**src/wmt_ram.sv**
```systemverilog
// Generic single-write, single-read synchronous RAM with a registered read.
// No dependencies.
`timescale 1ns / 1ps

module wmt_ram #(
  parameter int WIDTH = 8,
  parameter int DEPTH = 16
) (
  input  logic                     clk,
  input  logic                     we,
  input  logic [$clog2(DEPTH)-1:0] waddr,
  input  logic [WIDTH-1:0]         wdata,
  input  logic                     re,
  input  logic [$clog2(DEPTH)-1:0] raddr,
  output logic [WIDTH-1:0]         rdata
);

  logic [WIDTH-1:0] mem [DEPTH];
  logic [WIDTH-1:0] rdata_r;

  always_ff @(posedge clk) begin
    if (we) begin
      mem[waddr] <= wdata;
    end
    if (re) begin
      rdata_r <= mem[raddr];
    end
  end

  assign rdata = rdata_r;

endmodule

```
**config.mk**
```make
export PLATFORM = sky130hd
export DESIGN_NAME = wmt_ram
export DESIGN_NICKNAME = d
export VERILOG_FILES = /design/src/wmt_ram.sv
export SDC_FILE = /design/constraint.sdc
export NUM_CORES = 1
export LEC_CHECK = 0
export BUFFER_PORTS_ARGS = -buffer_cell sky130_fd_sc_hd__buf_4
export CORE_MARGIN = 1.5
export CORE_UTILIZATION = 41
export DETAILED_ROUTE_END_ITERATION = 8
export GPL_TIMING_DRIVEN = 1
export SKIP_LAST_GASP = 1
export SYNTH_ARGS = -nofsm -noshare
export SYNTH_HDL_FRONTEND = slang
export SYNTH_SLANG_ARGS = --single-unit
```
**constraint.sdc**
```tcl
create_clock -name clk -period 3.8 [get_ports clk]
set_clock_uncertainty 0.05 [all_clocks]
set_input_delay 0.19 -clock clk [delete_from_list [all_inputs] [get_ports clk]]
set_output_delay 0.19 -clock clk [all_outputs]
set_load 0.02 [all_outputs]
```
# ---- Yosys cells after proc, flatten, opt, wreduce, memory -nomap -nowiden
# Memory sizes are Yosys's and may differ from the RTL's. A register that Yosys moved wholly into a read port is not among the register bits.
# Cells that the tools add are included.
dict set report word_totals {
  ff_bits 0
  ram_bits 128
  inputBits 19
  output_inout_bits 8
  wordCells 3
  n_memories 1
}
dict set report classes {
  mux 2
}
# name words word_bits read_ports rd_clocked_by_memory_dff wr line
set memory_table {}
lappend memory_table {mem 16 8 1 1 1 18} ;# logic [WIDTH-1:0] mem [DEPTH];
# op count
set op_table {}
lappend op_table {{1-bit 2-to-1 mux} 2}

# ---- Depth between registers and ports, before layout
dict set report logic_depth {
  depth_word 2
  depth_mapped 5
  mapped_depth_nobuf 3
}

# ---- Least setup slack after synthesis
# Ideal clock, no wire load.
dict set report synth_path {
  kind {input to register}
  startpoint {input port waddr[2]}
  endpoint {memory mem[0][0], enable pin}
  setup_time_ps 383
  arrival_ps 1300
  path_slack_ps 2067
  path_stages 2
  path_buffers 0
  cell_sequence {or3b_2 > nor3_1}
}
# element line
set synth_rtl {}
lappend synth_rtl {{start, declared} 11} ;# input logic [$clog2(DEPTH)-1:0] waddr,
lappend synth_rtl {{end, declared} 18}
# No word-level cell before the write port.

# ---- Final worst setup path
dict set report layout_path {
  startpoint {input port waddr[2]}
  endpoint {memory mem[0][7], enable pin}
}
# No word-level cell before the write port.

==> metrics.cfg <==
[route]
wl_microns = 9980
drt_iter0_markers = 166
routed_via_density = 5.27
wl_per_cell_microns = 22.1
dr.pass1.iters = 5
postRouteAntennaNets = 0
remaining_drc_errors = 0
vias = 2382

[cts]
post_cts_buffers = 0
cts_tree = built
postCtsHoldBufs = 0
clockRootBuffer = clkbuf_16
cts_resized = 0
cts-htree-levels = 4
cts_buffers = 17
path_clk_slew_ns = 0.06
clock-sinks = 136
clock_path_buffers = 2
worstSkewPairLatency_ns = 0.41

[pwr]
p_leak_nw = 2.09
power_density_nw_per_um2 = 606
peakVddDrop_mv = 0.290

[sta]
period_share_pct = 45.8
fin_crit_ns = 1.74
finalSetupViolations = 0
grt_setup_unrepaired = false
tightest_slew_ns = 1.15
hold_viol_final = 0
max_slew_margin_pct = 22.6
max_freq_mhz = 574
final_max_slew_viol_count = 0
fin_tns_setup_ns = 0

[synth]
syn_area_sq_um = 5230
synth_top_area_share_pct = 78.1
ys_seq_elements = 136
yosysTopAreaCell = edfxtp_1
yosysSeqAreaShare_pct = 78.1
yosys-top-cells-area = edfxtp_1 (78%), mux4_2 (7.8%), mux4_1 (7.0%)
yosys.cell_types.count = 18
synth_cells = 229
ys_warn_count = 0
synth_fp_nets = 248
syn-mean-instance-area_sq_um = 22.8

[floorplanning]
core_sq_um = 12500
core.rowCount = 41
die_x_microns = 116
die_h_microns = 116
die_area_sq_um = 13400
boundaryPins = 27
initial_core_util_pct = 41.8

[layout]
final_common_cell = edfxtp_1
fill_cells = 1031
area_delta_synth_final_pct = 20.1
layout_common_cells = edfxtp_1 (136), buf_4 (29), mux4_2 (18)
drive_above_1_share_pct = 28.2
fin_util_pct = 50.2
nets = 286
antenna_cells = 0

[global_route]
grt_pass1_wl_microns = 14800
antenna_found_initial = 0
grt_usage_pct = 16.3
grt_max_degree = 33
grt_pass1_vias = 2482
grt-ovfl-total = 0

[critical_path]
critPathLaunchType = input pin
cp_slowest_cell = nor3_1
critPathLaunch = waddr[2]
arrival_ns = 1.71
slowest_delay_ns = 0.90
cp_top_family = simple AND/OR/NAND/NOR gates
crit_chain = buf_4 > or3b_2 > nor3_1
critPathBufInv = 1
endpoint_kind = flip-flop
path_class = in2reg
required_ns = 3.77
cp_max_fo = 8
worstReg2RegStart = mem[9][3]

[worst_hold_path]
hold_start = wdata[3]
hold_class = in2reg

[placed_design]
hpwl_microns = 6160
port-buffer-count = 26
gp_congestion = 0.729

[flow_run]
drv_cap = 0

[status]
outcome = completed

## cell type report
cell class	count	area [sq um]	share of cell area, %
tap	172	215	3.43
multi-input combinational	83	1060	16.8
clock inverter	15	279	4.44
clock buffer	17	425	6.78
sequential	136	4080	65.0
timing repair buffer	29	218	3.47
## report_power, final
group	internal, mW	leakage [nW]	total (mW)	switching [mW]
Clock	1.35	0.340	1.94	0.585
Combinational	0.0680	0.511	0.163	0.0948
Sequential	1.69	1.24	1.70	0.00919
Total	3.11	2.09	3.80	0.689
## stage by stage
stage / power, mW / hold WS [ns] / setup WS, ns / instance area [sq um] / std cells
after detailed placement: 1.90 / 0.462 / 1.60 / 5570 / 420
after global routing: 3.90 / 0.0355 / 1.95 / 6280 / 452
after floorplan: 1.82 / 0.239 / 2.07 / 5230 / 229
after CTS: 3.82 / 0.0373 / 2.03 / 6280 / 452
final: 3.80 / 0.0327 / 2.06 / 6280 / 452
after global placement: 1.89 / 0.450 / 1.56 / 5570 / 420
## cell usage after synthesis
library cell and count:
clkdlybuf4s25_2 3, mux4_2 18, edfxtp_1 136, a22oi_1 16
and2_1 1, nor2_1 13, nor3_1 4, buf_4 1
buf_2 3, nand2_1 9, nand2b_1 2, nand3_1 1
nand3b_1 2, buf_6 3, or3b_2 1, and2b_1 1
nor2b_1 1, mux4_1 14
## registers in the layout, indices dropped and copies added (netlist names)
name,flops
rdata,8
mem,128
## cells by family (layout without fill, tap and decap cells)
logic type / count (synthesis) / after routing / synth area share, %
buffers and inverters: 10 / 61 / 1.65
flip-flops: 136 / 136 / 78.1
AO/OA/AOI/OAI: 16 / 16 / 2.30
AND/OR/NAND/NOR: 35 / 35 / 3.14
multiplexers: 32 / 32 / 14.8
## worst paths after layout
check | end | slack, ns | cells after the start
max | mem[0][7] | 2.06 | 3
max reg2reg | rdata[3] | 2.21 | 3
min reg2reg | rdata[1] | 0.70 | 3
min | mem[4][3] | 0.03 | 1
## routing by layer
layer | global-route usage, % | vias up | share of wire (%)
li1 | - | 1058 | -
met1 | 22.2 | 1220 | 43
met2 | 25.5 | 89 | 49
met3 | 3.92 | 15 | 6.1
met4 | 6.59 | 0 | 1.8
met5 | 0 | - | 0
(Power assumes the default switching activity.)
