<file path="src/wmt_pkg.sv">
// Shared types, constants and helpers of the waypoint mileage tracker.
// No dependencies; the top level, the distance unit and the testbench import this package.
`timescale 1ns / 1ps

package wmt_pkg;

  localparam int MAX_POINTS_DEF = 1024;

  localparam int MIL_W = 32;  // encoder mileage
  localparam int POS_W = 24;  // one position coordinate
  localparam int SQ_W  = 50;  // squared distance
  localparam int THR_W = 13;  // reach threshold
  localparam int ENT_W = MIL_W + 2 * POS_W;  // one table entry

  localparam logic [THR_W-1:0] THR_RESET = 13'd300;
  localparam logic [THR_W-1:0] THR_MIN   = 13'd50;
  localparam logic [THR_W-1:0] THR_MAX   = 13'd5000;

  typedef enum logic [2:0] {
    OP_CLEAR  = 3'd0,
    OP_APPEND = 3'd1,
    OP_LOAD   = 3'd2,
    OP_START  = 3'd3,
    OP_STOP   = 3'd4,
    OP_TICK   = 3'd5
  } op_t;

  typedef enum logic [1:0] {
    MODE_IDLE  = 2'd0,
    MODE_READY = 2'd1,
    MODE_RUN   = 2'd2
  } mode_t;

  typedef enum logic [3:0] {
    S_IDLE, S_EXEC, S_LOAD, S_PREV, S_READ, S_DATA, S_MEAS, S_EVAL, S_EMIT
  } state_t;

  // Request to the squared-distance unit.
  typedef struct packed {
    logic                    go;
    logic signed [POS_W-1:0] cx;
    logic signed [POS_W-1:0] cy;
    logic signed [POS_W-1:0] wx;
    logic signed [POS_W-1:0] wy;
  } dist_req_t;

  // Answer of the squared-distance unit; done pulses for one cycle.
  typedef struct packed {
    logic            done;
    logic [SQ_W-1:0] sq;
  } dist_res_t;

  function automatic logic [THR_W-1:0] clamp_thr(input logic [THR_W-1:0] v);
    logic [THR_W-1:0] r;
    if (v < THR_MIN) r = THR_MIN;
    else if (v > THR_MAX) r = THR_MAX;
    else r = v;
    return r;
  endfunction

endpackage

</file>
<file path="src/wmt_dist.sv">
// Squared distance unit: one shared 25x25 multiplier; a new request is taken only at step 0, after the last result.
// Depends on wmt_pkg.
`timescale 1ns / 1ps

module wmt_dist (
  input  logic               clk,
  input  logic               rst_n,
  input  wmt_pkg::dist_req_t req,
  output wmt_pkg::dist_res_t res
);
  import wmt_pkg::*;

  logic [1:0]               step_r, step_nxt;
  logic                     done_r, done_nxt;
  logic signed [POS_W:0]    dx_r, dx_nxt, dy_r, dy_nxt;
  logic [SQ_W-1:0]          prod_r, prod_nxt, acc_r, acc_nxt, sq_r, sq_nxt;
  logic signed [POS_W:0]    m_op;
  logic signed [2*POS_W+1:0] m_full;

  // The operand alternates between dx and dy.
  assign m_op   = (step_r == 2'd1) ? dx_r : dy_r;
  assign m_full = m_op * m_op;

  always_comb begin
    step_nxt = step_r;
    done_nxt = 1'b0;
    dx_nxt   = dx_r;
    dy_nxt   = dy_r;
    prod_nxt = prod_r;
    acc_nxt  = acc_r;
    sq_nxt   = sq_r;
    case (step_r)
      2'd0: begin
        if (req.go) begin
          dx_nxt   = {req.cx[POS_W-1], req.cx} - {req.wx[POS_W-1], req.wx};
          dy_nxt   = {req.cy[POS_W-1], req.cy} - {req.wy[POS_W-1], req.wy};
          step_nxt = 2'd1;
        end
      end
      2'd1: begin
        prod_nxt = m_full[SQ_W-1:0];
        step_nxt = 2'd2;
      end
      2'd2: begin
        acc_nxt  = prod_r;
        prod_nxt = m_full[SQ_W-1:0];
        step_nxt = 2'd3;
      end
      default: begin
        sq_nxt   = acc_r + prod_r;
        done_nxt = 1'b1;
        step_nxt = 2'd0;
      end
    endcase
  end

  always_ff @(posedge clk) begin
    if (!rst_n) begin
      step_r <= 2'd0;
      done_r <= 1'b0;
    end else begin
      step_r <= step_nxt;
      done_r <= done_nxt;
    end
    dx_r   <= dx_nxt;
    dy_r   <= dy_nxt;
    prod_r <= prod_nxt;
    acc_r  <= acc_nxt;
    sq_r   <= sq_nxt;
  end

  assign res.done = done_r;
  assign res.sq   = sq_r;

  assert property (@(posedge clk) disable iff (!rst_n) done_r |-> step_r == 2'd0)
    else $error("distance result out of step");
  assert property (@(posedge clk) disable iff (!rst_n)
    (step_r == 2'd3) |=> done_r)
    else $error("distance result missing");
  assert property (@(posedge clk) disable iff (!rst_n)
    (step_r == 2'd1) |=> (step_r == 2'd2))
    else $error("distance sequence broken");

endmodule

</file>
<file path="config.mk">
export PLATFORM = sky130hd
export DESIGN_NAME = wmt_dist
export DESIGN_NICKNAME = d
export VERILOG_FILES = /design/src/wmt_pkg.sv /design/src/wmt_dist.sv
export SDC_FILE = /design/constraint.sdc
export NUM_CORES = 2
export LEC_CHECK = 0
export BUFFER_PORTS_ARGS = -buffer_cell sky130_fd_sc_hd__buf_2
export CORE_UTILIZATION = 65
export CTS_CLUSTER_DIAMETER = 60
export DETAILED_ROUTE_END_ITERATION = 12
export PLACE_DENSITY = 0.84
export RECOVER_POWER = 100
export SYNTH_ARGS = -nofsm -noshare
export SYNTH_HDL_FRONTEND = slang
export SYNTH_SLANG_ARGS = --single-unit
export TNS_END_PERCENT = 10
</file>
<file path="constraint.sdc">
create_clock -name clk -period 8.9 [get_ports clk]
set_input_delay 0.445 -clock clk [delete_from_list [all_inputs] [get_ports clk]]
set_output_delay 0.445 -clock clk [all_outputs]
set_load 0.01 [all_outputs]
</file>
Word-level counts from Yosys, hierarchy flattened
Index checks and enable logic that the tools add are counted.
Widths: inputs -> output; s select.
{"block": "classes", "addsub": 3, "n_mul": 1, "n_eq_ne": 3, "muxes": 4, "reduce_logical": 4}
{"operator": "$add 50x50->50", "n": 1}
{"operator": "$mul 25x25->50", "n": 1}
{"operator": "$sub 24x24->25", "n": 2}
{"operator": "$mux 25", "n": 1}
{"operator": "$pmux 2 s3", "n": 1}
{"operator": "$reduce_or 3->1", "n": 1}
{"operator": "$eq 2x1->1 const B", "n": 1}
{"operator": "$eq 2x2->1 const B", "n": 1}
{"operator": "$logic_not 2->1", "n": 1}
{"operator": "$mux 2", "n": 1}
{"operator": "$ne 2x2->1 const B", "n": 1}
{"operator": "$reduce_and 2->1", "n": 1}
{"operator": "$reduce_or 2->1", "n": 1}
{"operator": "$mux 1", "n": 1}
{"block": "word_totals", "reg_bits": 203, "input_bits": 99, "out_inout_bits": 51, "wordCells": 22}

Logic depth before layout (Yosys ltp)
{"block": "depth", "depth_word": 3, "ltp_mapped": 34, "ltp_nobuf": 30}

Worst setup path before layout
No wires, ideal clock.
{"block": "synth_timing", "path_type": "register to register", "start": "reg step_r[1]", "end": "reg prod_r[44] (data pin)", "setup_ps": 260, "t_arrival_ps": 7853, "required_time_ps": 8640, "path_slack_ps": 787, "path_stages_with_launch": 30, "n_path_buf": 3, "period_less_slack_ps": 8113, "path_cell_list": "dfxtp_1 -> inv_1 -> ha_1 -> clkbuf_1 -> clkbuf_1 -> mux2_2 -> inv_1 -> buf_1 -> nor2_1 -> fa_1 -> inv_1 -> fa_1 -> inv_1 -> fa_1 -> inv_1 -> fa_1 -> inv_1 -> fa_1 -> fa_1 -> fa_1 -> ha_1 -> a21oi_1 -> nand2_1 -> a211o_1 -> a21o_1 -> a41o_1 -> a2111oi_4 -> o21bai_1 -> a21oi_1 -> xnor2_1"}
{"block": "synth_between", "elab_chain_cells": 3}
{"element": "start, declared", "line_no": "wmt_dist.sv:13", "rtl": "logic [1:0] step_r, step_nxt;"}
{"element": "start signal, assigned", "line_no": "wmt_dist.sv:62", "rtl": "step_r <= step_nxt;"}
{"element": "$eq 2x1->1", "line_no": "wmt_dist.sv:21", "rtl": "assign m_op = (step_r == 2'd1) ? dx_r : dy_r;"}
{"element": "$mux 25", "line_no": "wmt_dist.sv:21"}
{"element": "$mul 25x25->50", "line_no": "wmt_dist.sv:22", "rtl": "assign m_full = m_op * m_op;"}
{"element": "net m_full[44]", "line_no": "wmt_dist.sv:18", "rtl": "logic signed [2*POS_W+1:0] m_full;"}
{"element": "end signal, assigned", "line_no": "wmt_dist.sv:67", "rtl": "prod_r <= prod_nxt;"}
{"element": "end, declared", "line_no": "wmt_dist.sv:16", "rtl": "logic [SQ_W-1:0] prod_r, prod_nxt, acc_r, acc_nxt, sq_r, sq_nxt;"}
The timed path passes the listed nets, and every way through them passes these cells.
A chain may end at the register's enable or synchronous reset.

Final worst setup path
{"block": "layout_timing", "start": "reg step_r[1]", "end": "reg prod_r[48] (data pin)"}
The elaborated chain is that of the path after synthesis.

==> impl_results.md <==
* Max-slew violation count at 205
* Initial DRC count at 1638
* Final Routed Wirelength at 75200 µm
* Crit path max fanout at 16
* Library cells used by synthesis at 73
* Post-Syn Area at 30800 µm²
* Async SR Flop Fraction at 0%
* Post-synthesis sequential area ratio at 19.5%
* Post CTS Setup Buffer Count at 0
* Placed Instance Area at 32500 µm²
* GRT Resource Usage Total at 33.4%
* Initial antenna violation count at 1
* Most common cell in the netlist: inv_1
* Core area at 46700 µm²
* Top_reg_cell synth: edfxtp_1
* Worst-Skew Late Latency at 550 ps
* Die Wd at 220 µm
* Number of synthesized flops with an enable pin at 198
* Pre-antenna DRT Iters at 11
* Worst Path Required at 9170 ps
* Post-route minimum period at 8560 ps
* TNS Setup at 0 ps
* Data arrival, critical path at 8830 ps
* Crit-path slowest cell: mux2_2
* Crit-path leading delay family: adder cells
* Mapped Cells at 2985
* Crit path largest cell delay at 560 ps
* Initial Util at 66.0%
* Critical path startpoint: step_r[1]
* Post-route DRC at 10
* Fmax at 117 MHz
* Number of global-route vias before repair at 24000
* Hold Path Class: in2reg
* Nets@finish at 4113
* Critical path buffers and inverters at 7
* Hold Path End: step_r[1]
* Final Hold Viols at 0
* Root Buffer: clkbuf_16
* H-tree Lvls at 1
* Final worst slack at 343 ps
* Synth cell count leaders: inv_1 (753), fa_1 (607), ha_1 (247), nand2_1 (240), nor2_1 (220)
* Worst slew pin tran at 3240 ps
* Post-route cell area at 33000 µm²
* Startpoint type of the worst setup path: register
* Dpl ws at 408 ps
* Syn_nets at 3938
* R2R setup slack at 340 ps
* CP most frequent cell: fa_1
* Clock transition at the registers of the reported paths at 60 ps
* Area leader, netlist: fa_1
* Critical path type: reg2reg
* Largest net degree at the start of global routing at 52
* Crit. path cell count at 28
* Final worst-path cycle share at 96.1%
* Clk buf depth at 3
* Antenna cells at 0
* Placer congestion estimate at 0.988
* Status: finished, violations left
* Post-synth top area share at 39.5%
* Drt wl/cell at 19.9 µm
* RSZ-0062 raised after global routing: false
* Hold path startpoint: rst_n
* Antenna Nets Post-Route at 0
* CTS tree: yes
* Cts bufs inserted at 22
* Total Die Area at 48200 µm²
* Worst Skew at 27.8 ps
* Ys Warns at 0
* Io pins at 150
* Placement Rows at 79
* Via density at 5.70
* Share of layout cells above drive strength 1 at 6.58%
* Slew headroom at -116%
* Setup violators final at 0
* First-pass GRT wire length at 122000 µm
* Hold Crit Depth at 2
* FF-to-FF path depth at 28
* Reg-to-Reg End: prod_r[48]
* Synth top area cells: fa_1 (39%), edfxtp_1 (19%), ha_1 (10%), inv_1 (9.2%), xnor2_1 (3.0%)
* Avg Inst Size Synth at 10.3 µm²
* CTS Sinks at 201
* Detailed placement HPWL at 62300 µm
* Critical Path Sink Type: register
* Yosys reg bits at 201
* PortBufs at 149
* Failing checks: DRC, capacitance limit, slew limit
* Total grt overflow at 0
* Max-cap viol count at 4
* RR Startpoint: step_r[1]
* Area growth syn-to-layout at 7.26%
* Die H at 220 µm
* Routed vias at 21600
==> repair_timing <==
item	in CTS	in global routing
gates resized for setup	0	2
endpoints found under the setup margin	0	1
hold buffers	0	0
==> how the worst max path moves through the flow <==
| stage | to |
|---|---|
| after CTS | prod_r[44] |
| after global placement | prod_r[48] |
| after detailed placement | prod_r[44] |
| after global routing | prod_r[48] |
| after floorplan | prod_r[44] |
| final | prod_r[48] |
==> cell usage in the layout (no fill, tap or decap), types with 29 or more instances in the layout <==
master,n
ha_1,247
nor2_1,220
a21o_1,58
nand2_1,240
fa_1,607
nor3_1,33
buf_2,96
edfxtp_1,198
xnor2_1,107
o21a_1,32
inv_1,751
clkbuf_1,63
a21oi_1,98
o21ai_0,53
buf_4,54
xor2_1,29
==> area by class of cell <==
| cell class | count | area, µm² |
|---|---|---|
| Clock buffer | 28 | 573 |
| Clock inverter | 12 | 75.1 |
| Sequential cell | 201 | 6010 |
| Inverter | 763 | 2870 |
| Fill cell | 3447 | 13600 |
| Multi-Input combinational cell | 1965 | 21600 |
| Timing Repair Buffer | 207 | 1100 |
| Tap cell | 607 | 759 |
==> state kept, by name, indices dropped and copies added, names as in the netlist <==
name / count
sq_r: 50
done_r: 1
dx_r: 25
acc_r: 49
prod_r: 49
step_r: 2
dy_r: 25
==> logic make-up after synthesis <==
kind of cell / synth area share (%)
adders and majority gates: 49.5
buffers and inverters: 10.0
and+or+nand+nor: 8.48
AOI/OAI and AO/OA: 7.46
DFF: 19.5
xor gates and xnor gates: 3.87
muxes: 1.11
==> per-layer routing <==
metal	GRT usage [%]	wire length (µm)	vias to the layer above
met5	0	0	-
met4	17.0	4530	0
met3	4.71	5230	276
met2	59.1	37700	927
met1	39.7	27800	10800
li1	-	-	9597
==> metrics by stage <==
stage / hold WS, ps / utilization, % / std cells
2_1_floorplan: 433 / - / 2985
3_3_place_gp: 444 / 69.7 / 3743
3_5_place_dp: 441 / 69.7 / 3743
4_1_cts: 237 / 71.1 / 3783
5_1_grt: 256 / 70.7 / 3783
6_report: 262 / 70.7 / 3783
Power is left out: the tool's default activity adds up to more than one toggle a clock period on the data nets, which glitch-free logic cannot reach.
